==> src/looping_ima_adpcm_channel_defines.svh <==
// Assertion macros shared by the looping IMA ADPCM channel.
// Included by the top level; relies on clk and rst_n in the including scope.
`ifndef LOOPING_IMA_ADPCM_CHANNEL_DEFINES_SVH
`define LOOPING_IMA_ADPCM_CHANNEL_DEFINES_SVH

// Same-cycle implication, checked outside reset.
`define LIAC_ASSERT_IMP(name, ante, cons, msg) \
    name: assert property (@(posedge clk) disable iff (!rst_n) (ante) |-> (cons)) \
        else $error(msg);

// Next-cycle implication, checked outside reset.
`define LIAC_ASSERT_NXT(name, ante, cons, msg) \
    name: assert property (@(posedge clk) disable iff (!rst_n) (ante) |=> (cons)) \
        else $error(msg);

`endif

==> src/liac_pkg.sv <==
// Package for the looping IMA ADPCM channel: codes, result type, step table.
// No dependencies; imported by every module of the block.
`timescale 1ns / 1ps
`default_nettype none

package liac_pkg;

    // Register indexes on the configuration port.
    localparam logic [1:0] REG_LOOP_POINT = 2'd0;
    localparam logic [1:0] REG_LENGTH     = 2'd1;
    localparam logic [1:0] REG_REPEAT     = 2'd2;

    // Repeat modes; the other codes run on.
    localparam logic [1:0] MODE_LOOP    = 2'd1;
    localparam logic [1:0] MODE_ONESHOT = 2'd2;

    // Input item kinds carried on tuser.
    localparam logic ACT_START = 1'b0;
    localparam logic ACT_DATA  = 1'b1;

    // Field widths.
    localparam int LP_W   = 18;
    localparam int LEN_W  = 24;
    localparam int OFS_W  = 25;
    localparam int IN_W   = 32;
    localparam int OUT_W  = 48;

    // Index and predictor limits.
    localparam logic [6:0]          INDEX_MAX  = 7'd88;
    localparam logic signed [17:0]  PRED_MAX_W = 18'sd32767;
    localparam logic signed [17:0]  PRED_MIN_W = -18'sd32767;
    localparam logic signed [15:0]  PRED_MAX   = 16'sh7FFF;
    localparam logic signed [15:0]  PRED_MIN   = -16'sh7FFF;
    localparam logic [OFS_W-1:0]    START_OFS  = 25'd4;

    // One decoded nibble as it leaves for the output register.
    typedef struct packed {
        logic signed [15:0] sample;
        logic [OFS_W-1:0]   offset;
        logic               active;
        logic               last;
    } result_t;

    // IMA ADPCM step size for a clamped index.
    function automatic logic [15:0] step_lookup(input logic [6:0] idx);
        logic [15:0] s;
        unique case (idx)
            7'd0:  s = 16'h0007; 7'd1:  s = 16'h0008; 7'd2:  s = 16'h0009; 7'd3:  s = 16'h000A;
            7'd4:  s = 16'h000B; 7'd5:  s = 16'h000C; 7'd6:  s = 16'h000D; 7'd7:  s = 16'h000E;
            7'd8:  s = 16'h0010; 7'd9:  s = 16'h0011; 7'd10: s = 16'h0013; 7'd11: s = 16'h0015;
            7'd12: s = 16'h0017; 7'd13: s = 16'h0019; 7'd14: s = 16'h001C; 7'd15: s = 16'h001F;
            7'd16: s = 16'h0022; 7'd17: s = 16'h0025; 7'd18: s = 16'h0029; 7'd19: s = 16'h002D;
            7'd20: s = 16'h0032; 7'd21: s = 16'h0037; 7'd22: s = 16'h003C; 7'd23: s = 16'h0042;
            7'd24: s = 16'h0049; 7'd25: s = 16'h0050; 7'd26: s = 16'h0058; 7'd27: s = 16'h0061;
            7'd28: s = 16'h006B; 7'd29: s = 16'h0076; 7'd30: s = 16'h0082; 7'd31: s = 16'h008F;
            7'd32: s = 16'h009D; 7'd33: s = 16'h00AD; 7'd34: s = 16'h00BE; 7'd35: s = 16'h00D1;
            7'd36: s = 16'h00E6; 7'd37: s = 16'h00FD; 7'd38: s = 16'h0117; 7'd39: s = 16'h0133;
            7'd40: s = 16'h0151; 7'd41: s = 16'h0173; 7'd42: s = 16'h0198; 7'd43: s = 16'h01C1;
            7'd44: s = 16'h01EE; 7'd45: s = 16'h0220; 7'd46: s = 16'h0256; 7'd47: s = 16'h0292;
            7'd48: s = 16'h02D4; 7'd49: s = 16'h031C; 7'd50: s = 16'h036C; 7'd51: s = 16'h03C3;
            7'd52: s = 16'h0424; 7'd53: s = 16'h048E; 7'd54: s = 16'h0502; 7'd55: s = 16'h0583;
            7'd56: s = 16'h0610; 7'd57: s = 16'h06AB; 7'd58: s = 16'h0756; 7'd59: s = 16'h0812;
            7'd60: s = 16'h08E0; 7'd61: s = 16'h09C3; 7'd62: s = 16'h0ABD; 7'd63: s = 16'h0BD0;
            7'd64: s = 16'h0CFF; 7'd65: s = 16'h0E4C; 7'd66: s = 16'h0FBA; 7'd67: s = 16'h114C;
            7'd68: s = 16'h1307; 7'd69: s = 16'h14EE; 7'd70: s = 16'h1706; 7'd71: s = 16'h1954;
            7'd72: s = 16'h1BDC; 7'd73: s = 16'h1EA5; 7'd74: s = 16'h21B6; 7'd75: s = 16'h2515;
            7'd76: s = 16'h28CA; 7'd77: s = 16'h2CDF; 7'd78: s = 16'h315B; 7'd79: s = 16'h364B;
            7'd80: s = 16'h3BB9; 7'd81: s = 16'h41B2; 7'd82: s = 16'h4844; 7'd83: s = 16'h4F7E;
            7'd84: s = 16'h5771; 7'd85: s = 16'h602F; 7'd86: s = 16'h69CE; 7'd87: s = 16'h7462;
            7'd88: s = 16'h7FFF;
            default: s = 16'h7FFF;
        endcase
        return s;
    endfunction

    // Step index change for the low three code bits.
    function automatic logic signed [7:0] index_move(input logic [2:0] code);
        logic signed [7:0] m;
        if (code[2])
        begin
            m = 8'sd2 + $signed({5'b0, code[1:0], 1'b0});
        end
        else
        begin
            m = -8'sd1;
        end
        return m;
    endfunction

endpackage

`default_nettype wire

==> src/looping_ima_adpcm_channel.sv <==
// Top level of the looping IMA ADPCM channel: input register, channel state,
// loop control. Depends on liac_pkg, liac_nibble, liac_outreg and the defines header.
`timescale 1ns / 1ps
`default_nettype none

`include "looping_ima_adpcm_channel_defines.svh"

// One channel decoding 4-bit IMA ADPCM with a loop. A start transaction on an
// idle channel loads the header predictor and index and arms it; each data
// transaction of a playing channel yields up to two samples, low nibble first,
// each the predictor before its nibble, with the offset of the next byte to
// fetch. The nibbles of one byte go through a single decoder, and samples leave
// the output, one per clock when neither side stalls. Input and output
// registers decouple both sides, so the next byte is taken in the cycle its
// predecessor's high nibble is decoded. Configuration must be written only
// while the channel holds no pending work; the block does not enforce this.
module looping_ima_adpcm_channel
    import liac_pkg::*;
(
    input  wire logic             clk,
    input  wire logic             rst_n,
    // Configuration write port
    input  wire logic             cfg_we,
    input  wire logic [1:0]       cfg_index,
    input  wire logic [LEN_W-1:0] cfg_data,
    // Input stream
    input  wire logic             s_tvalid,
    output logic                  s_tready,
    input  wire logic [IN_W-1:0]  s_tdata,   // header_sample[15:0], header_index[22:16],
                                             // data_byte[30:23], zero[31]
    input  wire logic             s_tuser,   // action
    // Output stream
    output logic                  m_tvalid,
    input  wire logic             m_tready,
    output logic [OUT_W-1:0]      m_tdata,   // sample_out[15:0], next_offset[40:16],
                                             // still_active[41], zeros[47:42]
    output logic                  m_tlast    // last_of_byte
);

    // Configuration registers
    logic [LP_W-1:0]    lp_reg;
    logic [LEN_W-1:0]   len_reg;
    logic [1:0]         mode_reg;

    // Input register
    logic               in_valid_reg;
    logic               in_valid_next;
    logic               in_action_reg;
    logic signed [15:0] in_hs_reg;
    logic [6:0]         in_hi_reg;
    logic [7:0]         in_byte_reg;
    logic               phase_reg;
    logic               phase_next;

    // Channel state
    logic signed [15:0] pred_reg;
    logic signed [7:0]  idx_reg;
    logic signed [15:0] sv_pred_reg;
    logic signed [7:0]  sv_idx_reg;
    logic [OFS_W-1:0]   ofs_reg;
    logic               playing_reg;

    // Nibble step
    logic [3:0]         code;
    logic signed [15:0] pn;
    logic signed [7:0]  inx;
    logic [OFS_W-1:0]   ofs_inc;
    logic [OFS_W-1:0]   lp_ext;
    logic [OFS_W-1:0]   end_ofs;
    logic               save_hit;
    logic               at_end;
    logic               do_loop;
    logic               do_stop;
    logic signed [15:0] sv_pred_n;
    logic signed [7:0]  sv_idx_n;
    logic signed [15:0] pred_n;
    logic signed [7:0]  idx_n;
    logic [OFS_W-1:0]   ofs_n;
    logic               play_n;

    // Handshake control
    logic               accept;
    logic               emits;
    logic               slot_free;
    logic               fire;
    logic               done;
    logic               push;
    result_t            res;

    // Configuration writes; unknown indexes are dropped.
    always_ff @(posedge clk or negedge rst_n)
    begin
        if (!rst_n)
        begin
            lp_reg   <= '0;
            len_reg  <= '0;
            mode_reg <= '0;
        end
        else if (cfg_we)
        begin
            unique case (cfg_index)
                REG_LOOP_POINT: lp_reg   <= cfg_data[LP_W-1:0];
                REG_LENGTH:     len_reg  <= cfg_data;
                REG_REPEAT:     mode_reg <= cfg_data[1:0];
                default:        ;
            endcase
        end
    end

    // Shared nibble decoder
    assign code = phase_reg ? in_byte_reg[7:4] : in_byte_reg[3:0];

    liac_nibble u_nib (
        .pred      (pred_reg),
        .idx       (idx_reg),
        .code      (code),
        .pred_next (pn),
        .idx_next  (inx)
    );

    // Offset advance, loop-point save and end-of-loop handling.
    assign ofs_inc   = phase_reg ? ofs_reg + OFS_W'(1) : ofs_reg;
    assign lp_ext    = {{(OFS_W-LP_W){1'b0}}, lp_reg};
    assign end_ofs   = {{(OFS_W-LEN_W){1'b0}}, len_reg} + lp_ext;
    assign save_hit  = phase_reg && (ofs_inc == lp_ext);
    assign at_end    = (ofs_inc >= end_ofs);
    assign do_loop   = at_end && (mode_reg == MODE_LOOP);
    assign do_stop   = at_end && (mode_reg == MODE_ONESHOT);
    assign sv_pred_n = save_hit ? pn  : sv_pred_reg;
    assign sv_idx_n  = save_hit ? inx : sv_idx_reg;
    assign pred_n    = do_loop ? sv_pred_n : pn;
    assign idx_n     = do_loop ? sv_idx_n  : inx;
    assign ofs_n     = do_loop ? lp_ext    : ofs_inc;
    assign play_n    = !do_stop;

    // A data byte of a playing channel produces results; all else finishes at once.
    assign emits     = (in_action_reg == ACT_DATA) && playing_reg;
    assign fire      = in_valid_reg && (!emits || slot_free);
    assign done      = !emits || phase_reg || !play_n;
    assign push      = fire && emits;
    assign s_tready  = !in_valid_reg || (fire && done);
    assign accept    = s_tvalid && s_tready;

    assign in_valid_next = accept ? 1'b1 : ((fire && done) ? 1'b0 : in_valid_reg);
    assign phase_next    = (push && !done) ? 1'b1 : ((fire && done) ? 1'b0 : phase_reg);

    assign res.sample = pred_reg;
    assign res.offset = ofs_n;
    assign res.active = play_n;
    assign res.last   = phase_reg;

    // Input register control
    always_ff @(posedge clk or negedge rst_n)
    begin
        if (!rst_n)
        begin
            in_valid_reg <= 1'b0;
            phase_reg    <= 1'b0;
        end
        else
        begin
            in_valid_reg <= in_valid_next;
            phase_reg    <= phase_next;
        end
    end

    // Input register payload
    always_ff @(posedge clk)
    begin
        if (accept)
        begin
            in_action_reg <= s_tuser;
            in_hs_reg     <= s_tdata[15:0];
            in_hi_reg     <= s_tdata[22:16];
            in_byte_reg   <= s_tdata[30:23];
        end
    end

    // Channel state update
    always_ff @(posedge clk or negedge rst_n)
    begin
        if (!rst_n)
        begin
            pred_reg    <= '0;
            idx_reg     <= '0;
            sv_pred_reg <= '0;
            sv_idx_reg  <= '0;
            ofs_reg     <= '0;
            playing_reg <= 1'b0;
        end
        else if (fire)
        begin
            priority if (push)
            begin
                pred_reg    <= pred_n;
                idx_reg     <= idx_n;
                sv_pred_reg <= sv_pred_n;
                sv_idx_reg  <= sv_idx_n;
                ofs_reg     <= ofs_n;
                playing_reg <= play_n;
            end
            else if ((in_action_reg == ACT_START) && !playing_reg)
            begin
                pred_reg    <= in_hs_reg;
                idx_reg     <= $signed({1'b0, in_hi_reg});
                sv_pred_reg <= in_hs_reg;
                sv_idx_reg  <= $signed({1'b0, in_hi_reg});
                ofs_reg     <= START_OFS;
                playing_reg <= 1'b1;
            end
            else
            begin
                playing_reg <= playing_reg;
            end
        end
    end

    liac_outreg u_out (
        .clk      (clk),
        .rst_n    (rst_n),
        .push     (push),
        .res      (res),
        .free     (slot_free),
        .m_tvalid (m_tvalid),
        .m_tready (m_tready),
        .m_tdata  (m_tdata),
        .m_tlast  (m_tlast)
    );

    // The high nibble is only pending inside a data byte of a playing channel.
    `LIAC_ASSERT_IMP(a_phase_in_data, phase_reg,
        in_valid_reg && (in_action_reg == ACT_DATA) && playing_reg,
        "high nibble pending outside a playing data byte")

    // A low nibble that leaves the channel playing is followed by its high nibble.
    `LIAC_ASSERT_NXT(a_low_then_high, push && !phase_reg && play_n,
        phase_reg && in_valid_reg,
        "high nibble missing after low nibble")

    // The stored index stays between one below zero and the header maximum; the check covers the lower bound.
    `LIAC_ASSERT_IMP(a_index_range, 1'b1, idx_reg >= -8'sd1,
        "step index out of range")

endmodule

`default_nettype wire

==> src/liac_nibble.sv <==
// Combinational IMA ADPCM nibble decoder: clamps the index, scales the step,
// saturates the predictor. Depends on liac_pkg.
`timescale 1ns / 1ps
`default_nettype none

module liac_nibble
    import liac_pkg::*;
(
    input  wire logic signed [15:0] pred,
    input  wire logic signed [7:0]  idx,
    input  wire logic [3:0]         code,
    output logic signed [15:0]      pred_next,
    output logic signed [7:0]       idx_next
);

    logic [6:0]         idx_c;
    logic [15:0]        step;
    logic [16:0]        diff;
    logic signed [17:0] pred_ext;
    logic signed [17:0] diff_ext;
    logic signed [17:0] wide;

    // Clamp the stored index to the table range before use.
    always_comb
    begin
        if (idx[7])
        begin
            idx_c = 7'd0;
        end
        else if (idx[6:0] > INDEX_MAX)
        begin
            idx_c = INDEX_MAX;
        end
        else
        begin
            idx_c = idx[6:0];
        end
    end

    assign step = step_lookup(idx_c);

    // Scaled difference from the three magnitude bits.
    assign diff = {4'b0, step[15:3]}
                + (code[0] ? {3'b0, step[15:2]} : 17'd0)
                + (code[1] ? {2'b0, step[15:1]} : 17'd0)
                + (code[2] ? {1'b0, step}       : 17'd0);

    assign pred_ext = {{2{pred[15]}}, pred};
    assign diff_ext = $signed({1'b0, diff});

    // Move the predictor and saturate on the side it moved toward.
    always_comb
    begin
        if (code[3])
        begin
            wide      = pred_ext - diff_ext;
            pred_next = (wide < PRED_MIN_W) ? PRED_MIN : wide[15:0];
        end
        else
        begin
            wide      = pred_ext + diff_ext;
            pred_next = (wide > PRED_MAX_W) ? PRED_MAX : wide[15:0];
        end
    end

    assign idx_next = $signed({1'b0, idx_c}) + index_move(code[2:0]);

endmodule

`default_nettype wire

==> src/liac_outreg.sv <==
// Output register of the channel: holds one decoded sample until taken.
// Depends on liac_pkg.
`timescale 1ns / 1ps
`default_nettype none

module liac_outreg
    import liac_pkg::*;
(
    input  wire logic             clk,
    input  wire logic             rst_n,
    input  wire logic             push,
    input  wire result_t          res,
    output logic                  free,
    output logic                  m_tvalid,
    input  wire logic             m_tready,
    output logic [OUT_W-1:0]      m_tdata,   // sample_out[15:0], next_offset[40:16],
                                             // still_active[41], zeros[47:42]
    output logic                  m_tlast    // last_of_byte
);

    logic    valid_reg;
    logic    valid_next;
    result_t res_reg;

    // The slot can take a new result when empty or emptied this cycle.
    assign free       = !valid_reg || m_tready;
    assign valid_next = push ? 1'b1 : (m_tready ? 1'b0 : valid_reg);

    always_ff @(posedge clk or negedge rst_n)
    begin
        if (!rst_n)
        begin
            valid_reg <= 1'b0;
        end
        else
        begin
            valid_reg <= valid_next;
        end
    end

    // Payload is loaded only on a push.
    always_ff @(posedge clk)
    begin
        if (push)
        begin
            res_reg <= res;
        end
    end

    assign m_tvalid = valid_reg;
    assign m_tdata  = {6'b0, res_reg.active, res_reg.offset, res_reg.sample};
    assign m_tlast  = res_reg.last;

endmodule

`default_nettype wire

==> config.mk <==
export PLATFORM = sky130hd
export DESIGN_NAME = looping_ima_adpcm_channel
export DESIGN_NICKNAME = d
export VERILOG_FILES = /design/src/liac_pkg.sv /design/src/looping_ima_adpcm_channel.sv /design/src/liac_nibble.sv /design/src/liac_outreg.sv
export VERILOG_INCLUDE_DIRS = /design/src /design/src/src
export SDC_FILE = /design/constraint.sdc
export NUM_CORES = 1
export LEC_CHECK = 0
export ABC_AREA = 1
export BUFFER_PORTS_ARGS = -buffer_cell sky130_fd_sc_hd__buf_4
export CAP_MARGIN = 10
export CORE_AREA = 2 2 259 261
export DETAILED_ROUTE_END_ITERATION = 8
export DIE_AREA = 0 0 261 263
export PLACE_DENSITY = 0.41
export SYNTH_ARGS = -nofsm -noshare
export SYNTH_HDL_FRONTEND = slang
export SYNTH_SLANG_ARGS = --single-unit
==> constraint.sdc <==
create_clock -name clk -period 6.85 [get_ports clk]
set_input_delay 0.685 -clock clk [delete_from_list [all_inputs] [get_ports clk]]
set_output_delay 0.685 -clock clk [all_outputs]
set_load 0.01 [all_outputs]
## After elaboration in Yosys (flattened, before gate mapping)

Memory sizes are Yosys's and may differ from the RTL's.
Cells that the tools add are included.

| cells by class | value |
|---|---|
| equality and inequality tests | 5 |
| mux-type cells | 31 |
| add/subtract/negate cells | 9 |
| bitwise logic cells | 1 |
| reduce and logical (&&, ||, !) cells | 30 |
| $lt $le $gt $ge | 4 |

Operator list:

| kind | count |
|---|---|
| $mux 16 | 9 |
| $mux 25 | 4 |
| $mux 8 | 6 |
| $add 17x17->17 | 2 |
| $add 24x18->25 | 1 |
| $add 25x1->25 const B | 1 |
| $eq 25x18->1 | 1 |
| $ge 25x25->1 | 1 |
| $add 16x18->18 | 1 |
| $gt 18x16->1 const B | 1 |
| $lt 18x16->1 const B | 1 |
| $sub 16x18->18 | 1 |
| $add 13x17->17 | 1 |
| $mux 15 | 1 |
| $mux 14 | 1 |
| $mux 7 | 2 |
| $logic_and 1x1->1 | 10 |
| $add 8x8->8 | 1 |
| $reduce_and 2->1 | 4 |
| $reduce_bool 2->1 | 4 |
| $gt 7x7->1 const B | 1 |
| $mux 1 | 7 |
| $logic_not 1->1 | 6 |
| $logic_or 1x1->1 | 5 |
| 6 further kinds | 8 |

| word-level totals | value |
|---|---|
| word-level logic and storage cells | 101 |
| bits in registers | 196 |
| memories | 1 |
| ROM bits | 1,920 |
| output and inout port bits | 51 |
| input port bits | 64 |

Memory list:

| memory | words | width | rd ports | clocked after Yosys merged registers in | write ports | RTL line | text |
|---|---|---|---|---|---|---|---|
| (no name shown) | 128 | 15 | 1 | 0 | 0 | liac_pkg.sv:47 | `unique case (idx)` |

## Logic depth before layout (Yosys ltp)

Gate-level depths: netlist of run 1.
An unclocked memory read counts as a cell.

| logic depth | value |
|---|---|
| word-level depth | 15 |
| gate-level depth with buffers | 59 |
| depth with buffers taken out | 57 |

## Cells and area by module

A second synthesis of run 1 with hierarchy kept.

| unflattened totals | value |
|---|---|
| cells, all modules | 2,343 |
| area, all modules | 16,565.9 sq um |

By module, submodules not included:

| module | cells each | area each (sq um) | sequential area each (sq um) | times used |
|---|---|---|---|---|
| looping_ima_adpcm_channel | 1,239 | 9,313.9 | 3,963.8 | 1 |
| liac_nibble | 1,049 | 5,866.9 | 0.0 | 1 |
| liac_outreg | 55 | 1,385.1 | 1,316.3 | 1 |

## Least setup slack after synthesis of run 1

No wires, ideal clock.

| path | value |
|---|---|
| kind | register -> register |
| start point | reg idx_reg[1] |
| end point | reg pred_reg[11] |
| clock period less this slack | 7.601 ns |
| buffers on the path | 2 |
| stages on the path, launching flop included | 56 |
| path slack | -0.751 ns |
| data arrival time | 7.527 ns |
| library setup time | 0.073 ns |
| cell sequence | dfrtp_1 > nor2_1 > a21oi_1 > o21ai_1 > nand2_1 > nor2_1 > inv_1 > ha_1 > nor2_1 > inv_1 > nand2_1 > inv_1 > o21ai_0 > o311ai_0 > nand3_1 > o311ai_0 > nand2_1 > nor2_1 > [... 20 more ...] > buf_2 > inv_1 > nand3_1 > nor2_1 > nor3_1 > nand3_1 > nand2_1 > nand2_1 > nor2_1 > nand2_1 > nand2_1 > buf_4 > nand2_1 > nand3_1 > nand2_1 > nand2_1 > nand2_1 > a21oi_2 |

| on the way | value |
|---|---|
| longest elaborated chain between the ends | 15 |
| elaborated cells between the ends (all ways) | 20 |
| classes of those cells | 5 x add/sub; 3 x order compare; 11 x mux; 1 x memory |

Ends and longest elaborated chain:

| element | RTL line | text |
|---|---|---|
| start: declaration | looping_ima_adpcm_channel.sv:57 | `logic signed [7:0] idx_reg;` |
| start signal: assignment | looping_ima_adpcm_channel.sv:196 | `idx_reg <= idx_n;` |
| start signal: assignment | looping_ima_adpcm_channel.sv:205 | `idx_reg <= $signed({1'b0, in_hi_reg});` |
| $gt 7x7->1 | liac_nibble.sv:30 | `else if (idx[6:0] > INDEX_MAX)` |
| $mux 7 (*) | liac_nibble.sv:30 |  |
| $mux 7 (*) | liac_nibble.sv:26 | `if (idx[7])` |
| $mem_v2 128x15 (*) | - |  |
| $mux 14 | liac_nibble.sv:44 | `+ (code[0] ? {3'b0, step[15:2]} : 17'd0)` |
| $add 13x17->17 | liac_nibble.sv:44 |  |
| $add 17x17->17 | liac_nibble.sv:45 | `+ (code[1] ? {2'b0, step[15:1]} : 17'd0)` |
| $add 17x17->17 (*) | liac_nibble.sv:46 | `+ (code[2] ? {1'b0, step} : 17'd0);` |
| $add 16x18->18 / $sub 16x18->18 (equally long branches) | liac_nibble.sv:61, liac_nibble.sv:56 |  |
| $gt 18x16->1 / $lt 18x16->1 (equally long branches) | liac_nibble.sv:62, liac_nibble.sv:57 |  |
| $mux 16, on equally long branches | liac_nibble.sv:62, liac_nibble.sv:57 |  |
| $mux 16 (*) | liac_nibble.sv:54 | `if (code[3])` |
| $mux 16 | looping_ima_adpcm_channel.sv:129 | `assign sv_pred_n = save_hit ? pn : sv_pred_reg;` |
| $mux 16 (*) | looping_ima_adpcm_channel.sv:131 | `assign pred_n = do_loop ? sv_pred_n : pn;` |
| $mux 16 (*) | looping_ima_adpcm_channel.sv:193 | `priority if (push)` |
| end signal: assignment | looping_ima_adpcm_channel.sv:195 | `pred_reg <= pred_n;` |
| end signal: assignment | looping_ima_adpcm_channel.sv:204 | `pred_reg <= in_hs_reg;` |
| end: declaration | looping_ima_adpcm_channel.sv:56 | `logic signed [15:0] pred_reg;` |

Every way passes the cells marked *; elsewhere a longest branch is shown, timed or not.
A chain may end at the register's enable or synchronous reset.

## Worst setup path in the final report of run 1

| path | value |
|---|---|
| start point | reg idx_reg[0] |
| end point | reg pred_reg[7] |

Same word-level chain as after synthesis.

==> results of run 1 <==
-- final cells by class --
class / count / share of cell area, %
sequential: 196 / 23.4
tap: 864 / 4.79
clock buffer: 18 / 1.90
multi-input combinational: 1682 / 46.6
timing repair buffer: 478 / 16.7
inverter: 344 / 5.85
clock inverter: 14 / 0.682
-- placed cells by master, fill, tap and decap left out, types with 26 or more instances in the layout --
cell                       netlist  layout
sky130_fd_sc_hd__nand2_1       602     538
sky130_fd_sc_hd__nor2_1        215     181
sky130_fd_sc_hd__inv_1         336     310
sky130_fd_sc_hd__xor2_1         41      37
sky130_fd_sc_hd__nand2_2         6      59
sky130_fd_sc_hd__nand3_1       131     109
sky130_fd_sc_hd__dfrtp_1       121     121
sky130_fd_sc_hd__o21ai_0       203     181
sky130_fd_sc_hd__edfxtp_1       75      75
sky130_fd_sc_hd__a21oi_1       123     101
sky130_fd_sc_hd__buf_4           9     451
sky130_fd_sc_hd__fa_1           29      26
sky130_fd_sc_hd__ha_1          118      98
-- repair_timing --
item                       in CTS  in global routing
pin swaps                      94                113
gates resized for setup       167                121
gates cloned                    1                  0
setup buffers                  39                 25
setup endpoints to repair      32                 33
-- per-layer routing --
metal,wire length (µm),up-vias,share of wire [%]
li1,-,8308,-
met1,29000,7896,47
met2,30400,257,49
met3,1720,49,2.8
met4,936,0,1.5
met5,0,-,0
-- worst reg2reg max path, delay by kind of cell (launching register included) --
family,cells,cell delay [ns]
AND/OR/NAND/NOR,26,2.98
adder cells (fa/ha/maj),6,2.04
AO/OA/AOI/OAI,9,1.16
buffers and inverters,9,0.85
flip-flops,1,0.40
-- kinds of logic (layout without fill, tap and decap cells) --
| family | after synthesis | in the layout | synth area share (%) |
|---|---|---|---|
| adder cells (fa/ha/maj) | 147 | 147 | 12.6 |
| AND/OR/NAND/NOR | 1036 | 1036 | 26.6 |
| flip-flops | 196 | 196 | 32.4 |
| XOR/XNOR | 57 | 57 | 3.06 |
| AO/OA/AOI/OAI | 435 | 435 | 14.8 |
| buffers and inverters | 431 | 854 | 10.4 |
| multiplexers | 1 | 1 | 0.0690 |
| other | 1 | 6 | 0.0230 |
-- per-stage QoR --
step | setup TNS (ns) | hold WS, ns
2_1_floorplan | -4.73 | 0.389
3_3_place_gp | -35.69 | 0.469
3_5_place_dp | -34.82 | 0.474
4_1_cts | -14.29 | 0.243
5_1_grt | -36.92 | 0.255
6_report | -20.40 | 0.229
-- worst max-delay path by stage --
stage,endpoint,slack [ns],cells after the start
floorplan,pred_reg[9],-0.24,54
global placement,pred_reg[0],-1.22,44
detailed placement,pred_reg[7],-1.23,48
CTS,pred_reg[8],-0.54,48
global route,pred_reg[1],-1.22,52
finish,pred_reg[7],-0.72,50
==> tab_implementation.tex, run 1 <==
\begin{tabular}{lr}
\hline
Metric & Value \\
\hline
\multicolumn{2}{l}{\textbf{Setup path}} \\
Slowest CP cell & sky130\_fd\_sc\_hd\_\_fa\_1 \\
CP top delay family & simple AND/OR/NAND/NOR gates \\
Critical setup path kind & reg -> reg \\
Startpoint of the worst setup timing path & idx\_reg[0] \\
Setup slack on the worst flop-to-flop path & -0.72 ns \\
Endpoint of the lowest-slack register-to-register path & pred\_reg[7] \\
Kind of end point of the critical path & register \\
Cell depth of the worst flop-to-flop path & 50 \\
Buf/Inv on CP & 9 \\
CP Data Arrival Time & 7.92 ns \\
Sort of element at the start of the critical path & register \\
CP Max Fanout & 7 \\
Critical Path Max Stage Delay & 0.51 ns \\
Source of the worst register-to-register timing path & idx\_reg[0] \\
Worst Path Required & 7.20 ns \\
\multicolumn{2}{l}{\textbf{Floorplan}} \\
Die outline height & 263 µm \\
Horizontal die dimension & 261 µm \\
\# IOs & 115 \\
Total core area & 0.0656 mm² \\
Placement row count & 94 \\
Die area & 0.0686 mm² \\
Initial core utilization & 24.9\% \\
\multicolumn{2}{l}{\textbf{Clocking}} \\
Clk\_lat worst skew & 0.50 ns \\
TritonCTS Buffers & 17 \\
Total of hold buffers inserted after clock tree synthesis & 0 \\
Root Buffer Master & sky130\_fd\_sc\_hd\_\_clkbuf\_16 \\
TritonCTS clock tree & done \\
Clock sinks & 196 \\
Maximum level of the CTS H-tree & 4 \\
Clock-pin slew on the worst setup and hold paths & 0.09 ns \\
Buffer levels on the longest clock path & 2 \\
\multicolumn{2}{l}{\textbf{Placement}} \\
Total placed instance area & 0.0204 mm² \\
Estimated wirelength of the detail-placed design & 47.5 mm \\
Count of port buffers added during placement & 107 \\
Routability Congestion & 0.899 \\
Pre-CTS setup slack & -1.23 ns \\
DP Cell Count & 3506 \\
\multicolumn{2}{l}{\textbf{Yosys}} \\
Leading cell types by total area after synthesis & sky130\_fd\_sc\_hd\_\_dfrtp\_1 (19\%), sky130\_fd\_sc\_hd\_\_nand2\_1 (14\%), sky130\_fd\_sc\_hd\_\_edfxtp\_1 (14\%) \\
Number of warning messages in the yosys log & 0 \\
Proportion of netlist area held by the largest area contributor & 18.6\% \\
Share of synthesized flip-flops with an asynchronous set or reset & 61.7\% \\
Share of synthesized area occupied by flip-flops and latches & 32.4\% \\
Dominant synthesized flop cell & sky130\_fd\_sc\_hd\_\_dfrtp\_1 \\
Post-synthesis cell type with the largest combined area & sky130\_fd\_sc\_hd\_\_dfrtp\_1 \\
Cell count after synthesis & 2304 \\
Mean cell area of the mapped netlist & 7.08 µm² \\
Number of synthesized flops with an enable pin & 75 \\
Synthesized cell area & 0.0163 mm² \\
Post-synth top cells & sky130\_fd\_sc\_hd\_\_nand2\_1 (602), sky130\_fd\_sc\_hd\_\_inv\_1 (336), sky130\_fd\_sc\_hd\_\_nor2\_1 (215) \\
Count of different cell masters after synthesis & 55 \\
Dominant cell by count in the synthesized netlist & sky130\_fd\_sc\_hd\_\_nand2\_1 \\
Register bit total from synthesis & 196 \\
\multicolumn{2}{l}{\textbf{Final layout}} \\
Core utilization of the finished layout & 34.4\% \\
Number of flip-flops in the largest register & 42 \\
Number of inserted diodes & 0 \\
\# fillers & 7092 \\
Area taken by flip-flops and latches & 0.00528 mm² \\
Final \#Nets & 2930 \\
Area overhead of the layout relative to synthesis & 38.2\% \\
Total area of multi-input combinational cells & 0.0105 mm² \\
Share of layout cells above drive strength 1 & 28.8\% \\
Layout Cells excl Fill & 3596 \\
Final design area excluding fillers & 0.0226 mm² \\
\multicolumn{2}{l}{\textbf{Routing}} \\
Avg WL per Cell & 17.3 µm \\
Router iterations before antenna repair & 5 \\
Detailed-route wire length & 62.1 mm \\
DRC Markers & 0 \\
Iteration-0 DRC Markers & 863 \\
Final ANT Viol Nets & 0 \\
Via density per instance & 4.59 \\
Via count of the routed design & 16500 \\
\multicolumn{2}{l}{\textbf{Timing}} \\
Setup-failing EPs final & 32 \\
Skew final & 0.0204 ns \\
Maximum clock frequency & 132 MHz \\
Final-report hold violation count & 0 \\
Final critical delay including setup and external delays & 7.57 ns \\
Setup WS post-layout & -0.716 ns \\
Final worst path period share & 110\% \\
Final Max Slew Viols & 0 \\
Slew Limit Headroom & 41.6\% \\
Worst Max-Slew Pin Slew & 0.874 ns \\
RSZ-0062 raised after global routing & yes \\
\multicolumn{2}{l}{\textbf{Global routing}} \\
Number of antenna violations at the first check in global routing & 0 \\
Global routing usage summed across all routing layers & 18.2\% \\
Grt total ovfl & 0 \\
Global routing usage on met1 & 24.2\% \\
First-pass GRT wire length & 96.0 mm \\
Via count of the first global-routing pass & 16700 \\
Met2 layer usage reported by global route & 31.4\% \\
Pin count of the biggest net entering global routing & 71 \\
Global-route track usage on met3 & 2.52\% \\
Busiest metal layer after global routing & met2 \\
\multicolumn{2}{l}{\textbf{Outcome}} \\
Outcome & complete, but fails checks \\
Violations in the final reports & negative setup slack \\
\multicolumn{2}{l}{\textbf{Hold path}} \\
Worst hold path class & in -> async \\
\multicolumn{2}{l}{\textbf{Flow run}} \\
Number of max-cap violations & 0 \\
\hline
\end{tabular}
Power of run 1 is left out: the tool's default activity adds up to more than one toggle a clock period on the data nets, which glitch-free logic cannot reach.
==> inputs of run 2 (changes only) <==
--- a/config.mk
+++ b/config.mk
@@ -9,9 +9,9 @@
 export ABC_AREA = 1
 export BUFFER_PORTS_ARGS = -buffer_cell sky130_fd_sc_hd__buf_4
 export CAP_MARGIN = 10
-export CORE_AREA = 2 2 259 261
+export CORE_AREA = 2 2 197 343
 export DETAILED_ROUTE_END_ITERATION = 8
-export DIE_AREA = 0 0 261 263
+export DIE_AREA = 0 0 199 345
 export PLACE_DENSITY = 0.41
 export SYNTH_ARGS = -nofsm -noshare
 export SYNTH_HDL_FRONTEND = slang
==> run 2 against run 1 <==
The run still ends with negative setup slack left. Routed wire length grew 3.1%. Clock-buffer cell count shrank 1. Final cell count shrank 0.31%. Sequential share of layout area grew 0.16 points. Fmax grew 3.1%. Global-route usage grew 0.64 points. Critical path type unchanged. Critical endpoint unchanged. Highest routed layer unchanged.
==> tab_implementation.tex, run 2 (synthesized netlist as in run 1, its figures left out) <==
\begin{tabular}{lr}
\hline
Metric & Value \\
\hline
\multicolumn{2}{l}{\textbf{Clocking}} \\
Root Buffer Master & sky130\_fd\_sc\_hd\_\_clkbuf\_16 \\
Clock sinks & 196 (unchanged) \\
Total of hold buffers inserted after clock tree synthesis & 0 (unchanged) \\
Clock-pin slew on the worst setup and hold paths & 0.09 ns (about the same) \\
Clk\_lat worst skew & 0.50 ns (about the same) \\
Buffer levels on the longest clock path & 2 (unchanged) \\
Maximum level of the CTS H-tree & 4 (unchanged) \\
TritonCTS Buffers & 17 (unchanged) \\
TritonCTS clock tree & done \\
\multicolumn{2}{l}{\textbf{Setup path}} \\
CP Data Arrival Time & 7.71 ns (-0.21 ns) \\
CP top delay family & simple AND/OR/NAND/NOR gates \\
Worst Path Required & 7.22 ns (+0.02 ns) \\
Buf/Inv on CP & 8 (-1) \\
Critical setup path kind & reg -> reg \\
Kind of end point of the critical path & register \\
Critical Path Most Common Cell & sky130\_fd\_sc\_hd\_\_nand2\_1 \\
Critical Path Max Stage Delay & 0.61 ns (+0.10 ns) \\
Slowest CP cell & sky130\_fd\_sc\_hd\_\_fa\_2 \\
Sort of element at the start of the critical path & register \\
CP Max Fanout & 7 (unchanged) \\
\multicolumn{2}{l}{\textbf{Routing}} \\
Avg WL per Cell & 17.8 µm (+3.4\%) \\
Via density per instance & 4.55 (-0.80\%) \\
Final ANT Viol Nets & 0 (unchanged) \\
Iteration-0 DRC Markers & 772 (-11\%) \\
DRC Markers & 0 (unchanged) \\
Router iterations before antenna repair & 5 (unchanged) \\
Detailed-route wire length & 64.0 mm (+3.1\%) \\
Via count of the routed design & 16300 (-1.1\%) \\
\multicolumn{2}{l}{\textbf{Timing}} \\
Skew final & 0.0249 ns (+0.00447 ns) \\
Slew Limit Headroom & 22.3\% (-19 points) \\
Final-report hold violation count & 0 (unchanged) \\
Setup-failing EPs final & 32 (unchanged) \\
Final worst path period share & 107\% (-3.3 points) \\
Setup WS post-layout & -0.488 ns (+0.228 ns) \\
Maximum clock frequency & 136 MHz (+3.1\%) \\
Final Max Slew Viols & 0 (unchanged) \\
RSZ-0062 raised after global routing & yes \\
Worst-case hold slack & 0.134 ns (-0.0953 ns) \\
Aggregate negative setup slack & -13.39 ns (+7.01 ns) \\
Worst Max-Slew Pin Slew & 1.17 ns (+0.292 ns) \\
Final critical delay including setup and external delays & 7.34 ns (-0.228 ns) \\
\multicolumn{2}{l}{\textbf{Final layout}} \\
Final \#Nets & 2894 (-1.2\%) \\
\# fillers & 7094 (+0.028\%) \\
Leading cell types in the layout, fill and taps excluded & sky130\_fd\_sc\_hd\_\_nand2\_1 (535), sky130\_fd\_sc\_hd\_\_buf\_4 (425), sky130\_fd\_sc\_hd\_\_inv\_1 (307) \\
Area overhead of the layout relative to synthesis & 37.3\% \\
Number of flip-flops in the largest register & 42 (unchanged) \\
Most common library cell in the layout ignoring fill and taps & sky130\_fd\_sc\_hd\_\_nand2\_1 \\
Core utilization of the finished layout & 33.9\% (-0.51 points) \\
Share of layout cells above drive strength 1 & 28.6\% (-0.21 points) \\
Number of inserted diodes & 0 (unchanged) \\
\multicolumn{2}{l}{\textbf{Flow run}} \\
Number of max-cap violations & 0 (unchanged) \\
\multicolumn{2}{l}{\textbf{Global routing}} \\
Via count of the first global-routing pass & 17000 (+2.1\%) \\
Number of antenna violations at the first check in global routing & 1 (+1) \\
Global routing usage summed across all routing layers & 18.9\% (+0.64 points) \\
Pin count of the biggest net entering global routing & 71 (unchanged) \\
First-pass GRT wire length & 97.9 mm (+2.0\%) \\
Grt total ovfl & 0 (unchanged) \\
\multicolumn{2}{l}{\textbf{Floorplan}} \\
\# IOs & 115 (unchanged) \\
Horizontal die dimension & 199 µm (-24\%) \\
Placement row count & 125 (+33\%) \\
Die outline height & 345 µm (+31\%) \\
Total core area & 0.0662 mm² (+0.81\%) \\
Initial core utilization & 24.7\% (-0.20 points) \\
Die area & 0.0687 mm² (about the same) \\
\multicolumn{2}{l}{\textbf{Placement}} \\
Routability Congestion & 0.916 (+1.9\%) \\
Count of port buffers added during placement & 107 (unchanged) \\
Estimated wirelength of the detail-placed design & 50.7 mm (+6.6\%) \\
\multicolumn{2}{l}{\textbf{Outcome}} \\
Violations in the final reports & negative setup slack \\
Outcome & complete, but fails checks \\
\multicolumn{2}{l}{\textbf{Hold path}} \\
Worst hold path class & in -> async \\
\hline
\end{tabular}
[run 2: metrics by stage]
step                area, µm²  setup WS [ns]  instances
CTS                     22000         -0.408       3580
floorplan               16500         -0.244       2309
global placement        20300          -1.43       3520
finish                  22400         -0.488       3585
detailed placement      20300          -1.31       3520
global route            22400         -0.906       3585
[run 2: what timing repair did]
item | in CTS | in global routing
pin swaps | 104 | 84
resized for setup | 221 | 94
setup endpoints to repair | 32 | 33
buffers inserted | 31 | 6
gates cloned | 1 | 0
[run 2: worst paths after layout]
kind,from,endpoint,slack [ns],cells after the start
setup / recovery,idx_reg[0],pred_reg[7],-0.49,50
hold / removal,rst_n,pred_reg[11],0.13,1
setup reg to reg,idx_reg[0],pred_reg[7],-0.49,50
hold reg to reg,mode_reg[0],mode_reg[0],0.49,2
max in group asynchronous,rst_n,mode_reg[0],5.33,2
min in group clk,s_tdata[10],in_hs_reg[10],0.36,1
[run 2: cell type report]
| cell class | count | area, µm² | share of cell area, % |
|---|---|---|---|
| flip-flops and latches | 196 | 5280 | 23.6 |
| clock buffers | 17 | 425 | 1.90 |
| inverters | 344 | 1310 | 5.85 |
| multi-input cells | 1683 | 10700 | 47.6 |
| repair buffers | 441 | 3410 | 15.2 |
| clock inverters | 15 | 196 | 0.877 |
| well taps | 889 | 1110 | 4.97 |
[run 2: per-layer routing]
| layer | vias to the layer above | wire length (µm) | global-route usage (%) |
|---|---|---|---|
| met1 | 7748 | 25000 | 20.5 |
| met5 | - | 0 | 0 |
| met3 | 87 | 1320 | 1.67 |
| met2 | 281 | 35100 | 36.6 |
| li1 | 8212 | - | - |
| met4 | 0 | 2600 | 7.95 |
Power of run 2 is left out for the same reason.
